**src/rtl/core/pnfb_pkg.sv**
```systemverilog
// ---------------------------------------------------------------------------
// pnfb_pkg: shared types and constants of the packed nibble framebuffer
// Command codes, pixel operation kinds and the control structs passed
// between the sequencer, the read-modify-write stage and the top level.
// ---------------------------------------------------------------------------
package pnfb_pkg;

  // Width of the signed working coordinates: 11-bit start plus a 10-bit
  // extent needs 12 bits, one more keeps the corner terms clear of overflow.
  localparam int CW = 13;

  localparam logic [7:0] LO_MASK = 8'h0F;
  localparam logic [7:0] HI_MASK = 8'hF0;

  typedef enum logic [2:0] {
    MODE_CLEAR   = 3'd0,
    MODE_POINT   = 3'd1,
    MODE_HLINE   = 3'd2,
    MODE_VLINE   = 3'd3,
    MODE_FILL    = 3'd4,
    MODE_OUTLINE = 3'd5,
    MODE_OUTFILL = 3'd6,
    MODE_READ    = 3'd7
  } cmd_mode_t;

  typedef enum logic [1:0] {
    PK_NIBBLE = 2'd0,
    PK_BYTE   = 2'd1,
    PK_READ   = 2'd2
  } pix_kind_t;

  typedef struct packed {
    logic      valid;
    pix_kind_t kind;
    logic      hi;
    logic [3:0] color;
  } pix_ctl_t;

  typedef struct packed {
    logic       busy;
    logic       rd_valid;
    logic [7:0] rd_data;
  } rmw_stat_t;

  typedef struct packed {
    logic       valid;
    logic [7:0] read_byte;
    logic       outside;
  } res_t;

endpackage

```
**src/rtl/core/pnfb_ifs.sv**
```systemverilog
// ---------------------------------------------------------------------------
// pnfb_ifs: valid/ready channels of the framebuffer drawer
// Command channel and result channel, each with source and sink modports.
// ---------------------------------------------------------------------------
interface pnfb_cmd_if;
  logic              valid;
  logic              ready;
  logic [2:0]        mode;
  logic signed [10:0] x_pos;
  logic signed [10:0] y_pos;
  logic [9:0]        span_width;
  logic [9:0]        span_height;
  logic [3:0]        pen_color;
  logic [3:0]        fill_color;

  modport source (
    output valid, mode, x_pos, y_pos, span_width, span_height, pen_color, fill_color,
    input  ready
  );
  modport sink (
    input  valid, mode, x_pos, y_pos, span_width, span_height, pen_color, fill_color,
    output ready
  );
endinterface


```
**src/rtl/core/pnfb_seq.sv**
```systemverilog
// ---------------------------------------------------------------------------
// pnfb_seq: command sequencer of the framebuffer drawer
// Break a command into clipped boxes, walk each box pixel by pixel, sweep
// the store for clear and after reset, and form the result beat.
// ---------------------------------------------------------------------------
module pnfb_seq #(
  parameter int SCREEN_WIDTH  = 160,
  parameter int SCREEN_HEIGHT = 128,
  localparam int STORE_BYTES = (SCREEN_WIDTH * SCREEN_HEIGHT + 1) / 2,
  localparam int AW    = (STORE_BYTES > 1) ? $clog2(STORE_BYTES) : 1
) (
  input  logic                clk,
  input  logic                rst,
  pnfb_cmd_if.sink            cmd,
  output pnfb_pkg::pix_ctl_t  op_ctl,
  output logic [AW-1:0]       op_addr,
  input  pnfb_pkg::rmw_stat_t stat,
  input  logic                out_free,
  output pnfb_pkg::res_t      res
);
  localparam int LIN_W = AW + 1;
  localparam int X_W   = $clog2(SCREEN_WIDTH);
  localparam int Y_W   = (SCREEN_HEIGHT > 1) ? $clog2(SCREEN_HEIGHT) : 1;
  localparam int CW    = pnfb_pkg::CW;

  localparam logic signed [CW-1:0] ZERO = '0;
  localparam logic signed [CW-1:0] ONE  = CW'(1);
  localparam logic signed [CW-1:0] XMAX = CW'(SCREEN_WIDTH - 1);
  localparam logic signed [CW-1:0] YMAX = CW'(SCREEN_HEIGHT - 1);

  localparam logic [2:0] BOX_TOP    = 3'd0;
  localparam logic [2:0] BOX_BOTTOM = 3'd1;
  localparam logic [2:0] BOX_LEFT   = 3'd2;
  localparam logic [2:0] BOX_RIGHT  = 3'd3;
  localparam logic [2:0] NBOX_ONE   = 3'd1;
  localparam logic [2:0] NBOX_OUTL  = 3'd4;
  localparam logic [2:0] NBOX_OFILL = 3'd5;

  typedef enum logic [8:0] {
    S_IDLE    = 9'b000000001,
    S_SWEEP   = 9'b000000010,
    S_SETUP   = 9'b000000100,
    S_MUL     = 9'b000001000,
    S_RUN     = 9'b000010000,
    S_RD      = 9'b000100000,
    S_RD_WAIT = 9'b001000000,
    S_DRAIN   = 9'b010000000,
    S_DONE    = 9'b100000000
  } state_t;

  state_t              state;
  logic                init;
  pnfb_pkg::cmd_mode_t cmd_mode;
  logic signed [CW-1:0] sx, sy, wz, hz;
  logic [3:0]          cmd_pen;
  logic [3:0]          cmd_fill;
  logic [2:0]          box_idx;
  logic [2:0]          nbox;
  logic [AW-1:0]       sw_addr;

  logic signed [CW-1:0] bx0, bx1, by0, by1;
  logic signed [CW-1:0] xa_c, xb_c, ya_c, yb_c;
  logic [3:0]          bcol;
  logic                box_empty;
  logic                last_box;

  logic [X_W-1:0]      bxa, bxb, xc;
  logic [Y_W-1:0]      bya, byb, yc;
  logic [3:0]          box_col;
  logic [LIN_W-1:0]    row_base;
  logic [LIN_W-1:0]    lin;
  logic [7:0]          rd_byte;
  logic                rd_out;

  // Corners of the current box, before clipping.
  always_comb begin
    bx0  = sx;
    bx1  = sx;
    by0  = sy;
    by1  = sy;
    bcol = cmd_pen;
    case (cmd_mode)
      pnfb_pkg::MODE_HLINE: bx1 = sx + wz;
      pnfb_pkg::MODE_VLINE: by1 = sy + hz - ONE;
      pnfb_pkg::MODE_FILL: begin
        bx1 = sx + wz;
        by1 = sy + hz;
      end
      pnfb_pkg::MODE_OUTLINE, pnfb_pkg::MODE_OUTFILL: begin
        case (box_idx)
          BOX_TOP: bx1 = sx + wz;
          BOX_BOTTOM: begin
            bx1 = sx + wz;
            by0 = sy + hz;
            by1 = sy + hz;
          end
          BOX_LEFT: by1 = sy + hz - ONE;
          BOX_RIGHT: begin
            bx0 = sx + wz;
            bx1 = sx + wz;
            by1 = sy + hz - ONE;
          end
          default: begin
            bx0  = sx + ONE;
            bx1  = sx + wz - ONE;
            by0  = sy + ONE;
            by1  = sy + hz - ONE;
            bcol = cmd_fill;
          end
        endcase
      end
      default: ;
    endcase
  end

  assign xa_c = (bx0 < ZERO) ? ZERO : bx0;
  assign ya_c = (by0 < ZERO) ? ZERO : by0;
  assign xb_c = (bx1 > XMAX) ? XMAX : bx1;
  assign yb_c = (by1 > YMAX) ? YMAX : by1;
  assign box_empty = (xa_c > xb_c) || (ya_c > yb_c);
  assign last_box  = (box_idx == (nbox - 3'd1));

  assign lin = row_base + LIN_W'(xc);

  always_comb begin
    op_ctl.valid = (state == S_SWEEP) || (state == S_RUN) || (state == S_RD);
    op_ctl.hi    = xc[0];
    case (state)
      S_SWEEP: begin
        op_ctl.kind  = pnfb_pkg::PK_BYTE;
        op_ctl.color = cmd_pen;
        op_addr      = sw_addr;
      end
      S_RD: begin
        op_ctl.kind  = pnfb_pkg::PK_READ;
        op_ctl.color = box_col;
        op_addr      = lin[LIN_W-1:1];
      end
      default: begin
        op_ctl.kind  = pnfb_pkg::PK_NIBBLE;
        op_ctl.color = box_col;
        op_addr      = lin[LIN_W-1:1];
      end
    endcase
  end

  assign cmd.ready     = (state == S_IDLE);
  assign res.valid     = (state == S_DONE) && out_free;
  assign res.read_byte = rd_byte;
  assign res.outside   = rd_out;

  always_ff @(posedge clk) begin
    if (rst) begin
      state   <= S_SWEEP;
      init    <= 1'b1;
      sw_addr <= '0;
      cmd_pen <= '0;
      box_idx <= '0;
      rd_out  <= 1'b0;
      rd_byte <= '0;
    end else begin
      case (state)
        S_IDLE: begin
          if (cmd.valid) begin
            cmd_mode <= pnfb_pkg::cmd_mode_t'(cmd.mode);
            sx       <= {{(CW-11){cmd.x_pos[10]}}, cmd.x_pos};
            sy       <= {{(CW-11){cmd.y_pos[10]}}, cmd.y_pos};
            wz       <= {{(CW-10){1'b0}}, cmd.span_width};
            hz       <= {{(CW-10){1'b0}}, cmd.span_height};
            cmd_pen  <= cmd.pen_color;
            cmd_fill <= cmd.fill_color;
            box_idx  <= '0;
            sw_addr  <= '0;
            rd_byte  <= '0;
            rd_out   <= 1'b0;
            case (pnfb_pkg::cmd_mode_t'(cmd.mode))
              pnfb_pkg::MODE_OUTLINE: nbox <= NBOX_OUTL;
              pnfb_pkg::MODE_OUTFILL: nbox <= NBOX_OFILL;
              default:                nbox <= NBOX_ONE;
            endcase
            if (pnfb_pkg::cmd_mode_t'(cmd.mode) == pnfb_pkg::MODE_CLEAR) begin
              state <= S_SWEEP;
            end else begin
              state <= S_SETUP;
            end
          end
        end
        S_SWEEP: begin
          sw_addr <= sw_addr + AW'(1);
          if (sw_addr == AW'(STORE_BYTES - 1)) begin
            state <= S_DRAIN;
          end
        end
        S_SETUP: begin
          bxa     <= xa_c[X_W-1:0];
          bxb     <= xb_c[X_W-1:0];
          bya     <= ya_c[Y_W-1:0];
          byb     <= yb_c[Y_W-1:0];
          box_col <= bcol;
          if (!box_empty) begin
            state <= S_MUL;
          end else if (cmd_mode == pnfb_pkg::MODE_READ) begin
            rd_out <= 1'b1;
            state  <= S_DONE;
          end else if (last_box) begin
            state <= S_DRAIN;
          end else begin
            box_idx <= box_idx + 3'd1;
          end
        end
        S_MUL: begin
          row_base <= LIN_W'(bya) * LIN_W'(SCREEN_WIDTH);
          xc       <= bxa;
          yc       <= bya;
          if (cmd_mode == pnfb_pkg::MODE_READ) begin
            state <= S_RD;
          end else begin
            state <= S_RUN;
          end
        end
        S_RUN: begin
          if (xc == bxb) begin
            xc <= bxa;
            if (yc == byb) begin
              if (last_box) begin
                state <= S_DRAIN;
              end else begin
                box_idx <= box_idx + 3'd1;
                state   <= S_SETUP;
              end
            end else begin
              yc       <= yc + Y_W'(1);
              row_base <= row_base + LIN_W'(SCREEN_WIDTH);
            end
          end else begin
            xc <= xc + X_W'(1);
          end
        end
        S_RD: state <= S_RD_WAIT;
        S_RD_WAIT: begin
          if (stat.rd_valid) begin
            rd_byte <= stat.rd_data;
            state   <= S_DONE;
          end
        end
        S_DRAIN: begin
          if (!stat.busy) begin
            if (init) begin
              init  <= 1'b0;
              state <= S_IDLE;
            end else begin
              state <= S_DONE;
            end
          end
        end
        S_DONE: begin
          if (out_free) begin
            state <= S_IDLE;
          end
        end
        default: state <= S_IDLE;
      endcase
    end
  end

  a_op_state: assert property (@(posedge clk) disable iff (rst)
    op_ctl.valid |-> (state == S_SWEEP || state == S_RUN || state == S_RD))
    else $error("pixel operation issued outside a walking state");

  a_idle_drained: assert property (@(posedge clk) disable iff (rst)
    (state == S_IDLE) |-> !stat.busy)
    else $error("command accepted while a write is still in flight");

  a_res_slot: assert property (@(posedge clk) disable iff (rst)
    res.valid |-> out_free)
    else $error("result produced while the output slot is full");

  a_rd_return: assert property (@(posedge clk) disable iff (rst)
    stat.rd_valid |-> (state == S_RD_WAIT))
    else $error("read data returned with no read pending");

  a_outside_zero: assert property (@(posedge clk) disable iff (rst)
    (res.valid && res.outside) |-> (res.read_byte == 8'h00))
    else $error("off-screen read carries nonzero data");
endmodule

```
**src/flat_wrapper.sv**
```systemverilog
// flat-port wrapper written by rule: the top's interface ports become plain ports
module pnfb_seq_flat 
#(
  parameter int SCREEN_WIDTH  = 160,
  parameter int SCREEN_HEIGHT = 128,
  localparam int STORE_BYTES = (SCREEN_WIDTH * SCREEN_HEIGHT + 1) / 2,
  localparam int AW    = (STORE_BYTES > 1) ? $clog2(STORE_BYTES) : 1
)
  (clk, rst, op_ctl, op_addr, stat, out_free, res, cmd_valid, cmd_mode, cmd_x_pos, cmd_y_pos, cmd_span_width, cmd_span_height, cmd_pen_color, cmd_fill_color, cmd_ready);
  pnfb_cmd_if cmd_i ();
  input  logic clk;
  input  logic rst;
  output pnfb_pkg::pix_ctl_t op_ctl;
  output logic [AW-1:0] op_addr;
  input  pnfb_pkg::rmw_stat_t stat;
  input  logic out_free;
  output pnfb_pkg::res_t res;
  input wire logic [$bits(cmd_i.valid)-1:0] cmd_valid;
  input wire logic [$bits(cmd_i.mode)-1:0] cmd_mode;
  input wire logic [$bits(cmd_i.x_pos)-1:0] cmd_x_pos;
  input wire logic [$bits(cmd_i.y_pos)-1:0] cmd_y_pos;
  input wire logic [$bits(cmd_i.span_width)-1:0] cmd_span_width;
  input wire logic [$bits(cmd_i.span_height)-1:0] cmd_span_height;
  input wire logic [$bits(cmd_i.pen_color)-1:0] cmd_pen_color;
  input wire logic [$bits(cmd_i.fill_color)-1:0] cmd_fill_color;
  output wire logic [$bits(cmd_i.ready)-1:0] cmd_ready;
  assign cmd_i.valid = cmd_valid;
  assign cmd_i.mode = cmd_mode;
  assign cmd_i.x_pos = cmd_x_pos;
  assign cmd_i.y_pos = cmd_y_pos;
  assign cmd_i.span_width = cmd_span_width;
  assign cmd_i.span_height = cmd_span_height;
  assign cmd_i.pen_color = cmd_pen_color;
  assign cmd_i.fill_color = cmd_fill_color;
  assign cmd_ready = cmd_i.ready;
  pnfb_seq #(.SCREEN_WIDTH(SCREEN_WIDTH), .SCREEN_HEIGHT(SCREEN_HEIGHT)) u_core (.clk(clk), .rst(rst), .cmd(cmd_i), .op_ctl(op_ctl), .op_addr(op_addr), .stat(stat), .out_free(out_free), .res(res));
endmodule
```
**config.mk**
```make
export PLATFORM = sky130hd
export DESIGN_NAME = pnfb_seq_flat
export DESIGN_NICKNAME = d
export VERILOG_FILES = /design/src/rtl/core/pnfb_pkg.sv /design/src/rtl/core/pnfb_ifs.sv /design/src/rtl/core/pnfb_seq.sv /design/src/flat_wrapper.sv
export SDC_FILE = /design/constraint.sdc
export NUM_CORES = 1
export LEC_CHECK = 0
export ABC_AREA = 0
export BUFFER_PORTS_ARGS = -buffer_cell sky130_fd_sc_hd__buf_4
export CAP_MARGIN = 20
export CORE_AREA = 5 5 144 146
export DETAILED_ROUTE_END_ITERATION = 6
export DIE_AREA = 0 0 149 151
export PLACE_DENSITY = 0.8
export SKIP_CTS_REPAIR_TIMING = 1
export SYNTH_ARGS = -nofsm -noshare
export SYNTH_HDL_FRONTEND = slang
export SYNTH_SLANG_ARGS = --single-unit
```
**constraint.sdc**
```tcl
create_clock -name clk -period 6.8 [get_ports clk]
set_input_delay 1.36 -clock clk [delete_from_list [all_inputs] [get_ports clk]]
set_output_delay 1.36 -clock clk [all_outputs]
set_load 0.1 [all_outputs]
```
==> summary.txt <==
Outcome
  • Status: completed

Yosys
  • Sequential share of the synthesized area: 35.8%
  • Ys async rst share: 0%
  • Distinct cells, synth: 94
  • Mapped Area: 0.0115 mm2
  • Syn Area/Cell: 8.63 um2
  • Synthesized flop and latch total: 150
  • Post-synthesis cell count: 1327
  • EDFF count, synth: 110
  • Main synth FF type: edfxtp_1
  • Syn Nets: 1466
  • Yosys warns: 0

Min path
  • Hold Path Class: reg2reg

Final layout
  • Most frequent cells in the layout: nor2_1, nand2_1, buf_4, a21oi_1, edfxtp_1
  • Reg area: 0.00410 mm2
  • Commonest non-fill, non-tap cell in the layout: nor2_1
  • Area grow syn2layout: 14.0%
  • Area of the multi-input gates: 0.00695 mm2
  • Post-layout net count: 1546
  • Layout cells sized above 1: 14.3%
  • FILL cells: 1566
  • Antenna cells: 0
  • Final Util: 67.8%

Floorplan
  • Die W: 149 um
  • Row cnt: 51
  • Starting Density: 59.5%
  • Core ar.: 0.0193 mm2
  • I/O Pins: 100
  • Die Footprint: 0.0225 mm2
  • Die Y-Extent: 151 um

Pwr
  • Maximum vdd drop: 0.000173 V
  • PwrDens: 222 mW/mm2
  • Pleak: 0.00514 uW

Timing
  • Fmax: 166 MHz
  • Slew @ Worst Pin: 1.11 ns
  • Fin Setup TNS: 0 ns
  • Fin crit period: 6.04 ns
  • Period utilisation layout: 88.8%
  • Clk_skew: 0.0162 ns
  • Fin. max-slew vios: 0
  • Relative slew slack: 25.5%
  • Final Hold Fails: 0
  • RSZ-0062 raised after global routing: no
  • Final setup vio count: 0

Drt
  • First drt pass iteration count: 6
  • DRT antenna net count: 0
  • Vias/cell: 6.30
  • 1st-iter DRT viols: 1057
  • Drc violations: 0
  • Total number of vias: 10600
  • Routed WL: 32000 um
  • Routed wire per std cell: 19.0 um

Critical path
  • Crit path cell chain: ha_1 -> fa_1 -> nand3_1 -> a21oi_1 -> o211a_1 -> a2111oi_2 -> nand4b_1 -> a21oi_1 -> a221oi_1 -> nand3_2 -> o21ai_4 -> o21a_1 -> ha_1 -> a21o_1 -> a21oi_1 -> o21ai_0 -> a21oi_1 -> o21ai_0 -> a21oi_1 -> a41oi_4 -> a21o_1 -> or2_1 -> a221oi_1
  • Critical path data arrival time: 6.38 ns
  • Slowest CP cell: a2111oi_2
  • CP Class: reg2reg
  • Crit end category: register
  • Max incr delay on CP: 0.55 ns
  • Worst Path Required: 7.14 ns
  • CP Launch Type: register
  • Most used cell, CP: a21oi_1
  • CP max FO: 9

Global route
  • Number of global-route vias before repair: 9929
  • Grt total ovfl: 0
  • First-pass GRT wire length: 51500 um
  • Initial antenna violation count: 0
  • Largest net degree at the start of global routing: 48
  • GRT Total Usage: 28.4%

Place
  • PortBufs: 99
  • RePlAce Congestion: 1.01
  • Post-DP HPWL: 24200 um

Clock network
  • Clock Path Buffers: 2
  • CTS tree: yes
  • CTS root buffer: clkbuf_16
  • CTS buffer count: 17
  • Clock insertion delay at the later pin of the skew report: 0.44 ns
  • CTS Sinks: 150
  • H-tree lvl count: 4
  • Clock transition at path regs: 0.07 ns

Run
  • Max_cap viols: 0
==> per-layer routing <==
metal	wire (um)	part of all wire, %	GRT usage (%)
met5	0	0	0
met4	865	2.7	9.20
met3	2580	8.1	5.15
met2	15000	47	46.4
met1	13600	42	38.6
==> kinds of logic after synthesis <==
group / share of synthesized area [%]
and+or+nand+nor: 21.3
DFF: 35.8
buffers and inverters: 3.68
AOI/OAI and AO/OA: 23.4
adders and majority gates: 8.30
xor gates and xnor gates: 6.18
muxes: 1.29
==> power breakdown <==
group	switching [uW]	leakage, uW	internal (uW)
logic	732	0.00353	181
clock network	452	0.000292	528
registers	16.2	0.00131	985
total	1200	0.00514	1690
==> critical path, delay by kind of cell, from the launching register on <==
kind | cells | cell delay (ns)
compound gates | 16 | 3.66
fa+ha+maj | 3 | 0.97
simple gates | 4 | 0.80
flops | 1 | 0.50
==> state kept, by name, summed over array words and instances (netlist names), 9 cells and up <==
| name | flops |
|---|---|
| u_core.hz | 10 |
| u_core.row_base | 10 |
| u_core.state | 9 |
| u_core.sw_addr | 14 |
| u_core.sx | 11 |
| u_core.sy | 11 |
| u_core.wz | 10 |
==> worst paths after layout <==
path | startpoint | end | slack, ns | cells after the start
min | u_core.rd_out$_SDFFE_PP0P_ | u_core.rd_out$_SDFFE_PP0P_ | 0.46 | 2
max reg2reg | u_core.sx[0]$_DFFE_PP_ | u_core.state[8]$_SDFFE_PP0P_ | 0.76 | 23
min reg2reg | u_core.rd_out$_SDFFE_PP0P_ | u_core.rd_out$_SDFFE_PP0P_ | 0.46 | 2
max | u_core.sx[0]$_DFFE_PP_ | u_core.state[8]$_SDFFE_PP0P_ | 0.76 | 23
==> cells in the mapped netlist, drive strengths merged, types with 9 or more instances <==
| master | n | share of area, % |
|---|---|---|
| ha | 68 | 7.4 |
| dfxtp | 40 | 7.0 |
| xnor2 | 40 | 3.1 |
| a21oi | 116 | 5.1 |
| nor3 | 33 | 1.6 |
| xor2 | 40 | 3.1 |
| o21a | 11 | 0.72 |
| buf | 13 | 0.69 |
| nand2 | 143 | 4.7 |
| inv | 41 | 1.3 |
| o211a | 9 | 0.79 |
| a221oi | 17 | 1.3 |
| nand4 | 18 | 0.98 |
| and3 | 17 | 0.93 |
| a211oi | 9 | 0.59 |
| nor2 | 161 | 5.3 |
| nand3 | 56 | 2.5 |
| o211ai | 9 | 0.68 |
| or3 | 10 | 0.55 |
| o21ai | 84 | 3.8 |
| or2 | 12 | 0.66 |
| a31oi | 12 | 0.66 |
| a21o | 18 | 1.2 |
| o31ai | 9 | 0.68 |
| edfxtp | 110 | 29 |
| clkbuf | 48 | 1.6 |
| nand2b | 11 | 0.60 |
| a22oi | 16 | 1.1 |
| and2 | 21 | 1.1 |
==> layout make-up <==
type / count / share of cell area (%)
clock buffers: 17 / 3.26
flip-flops and latches: 150 / 31.4
clock inverters: 15 / 1.39
well taps: 265 / 2.54
inverters: 43 / 1.24
multi-input cells: 1073 / 53.2
repair buffers: 122 / 7.01
==> through the flow <==
step	std cells	hold WS (ns)	cell area [um2]	worst slack, ns	power, uW
finish	1685	0.462	13100	0.760	2890
global route	1685	0.487	13100	0.350	3000
CTS	1685	0.464	13100	0.737	2910
detailed placement	1653	0.451	12500	0.793	1930
global placement	1653	0.450	12500	0.886	1930
floorplan	1327	0.437	11500	1.51	1750
Note: power is estimated with default switching activity, not from simulation.
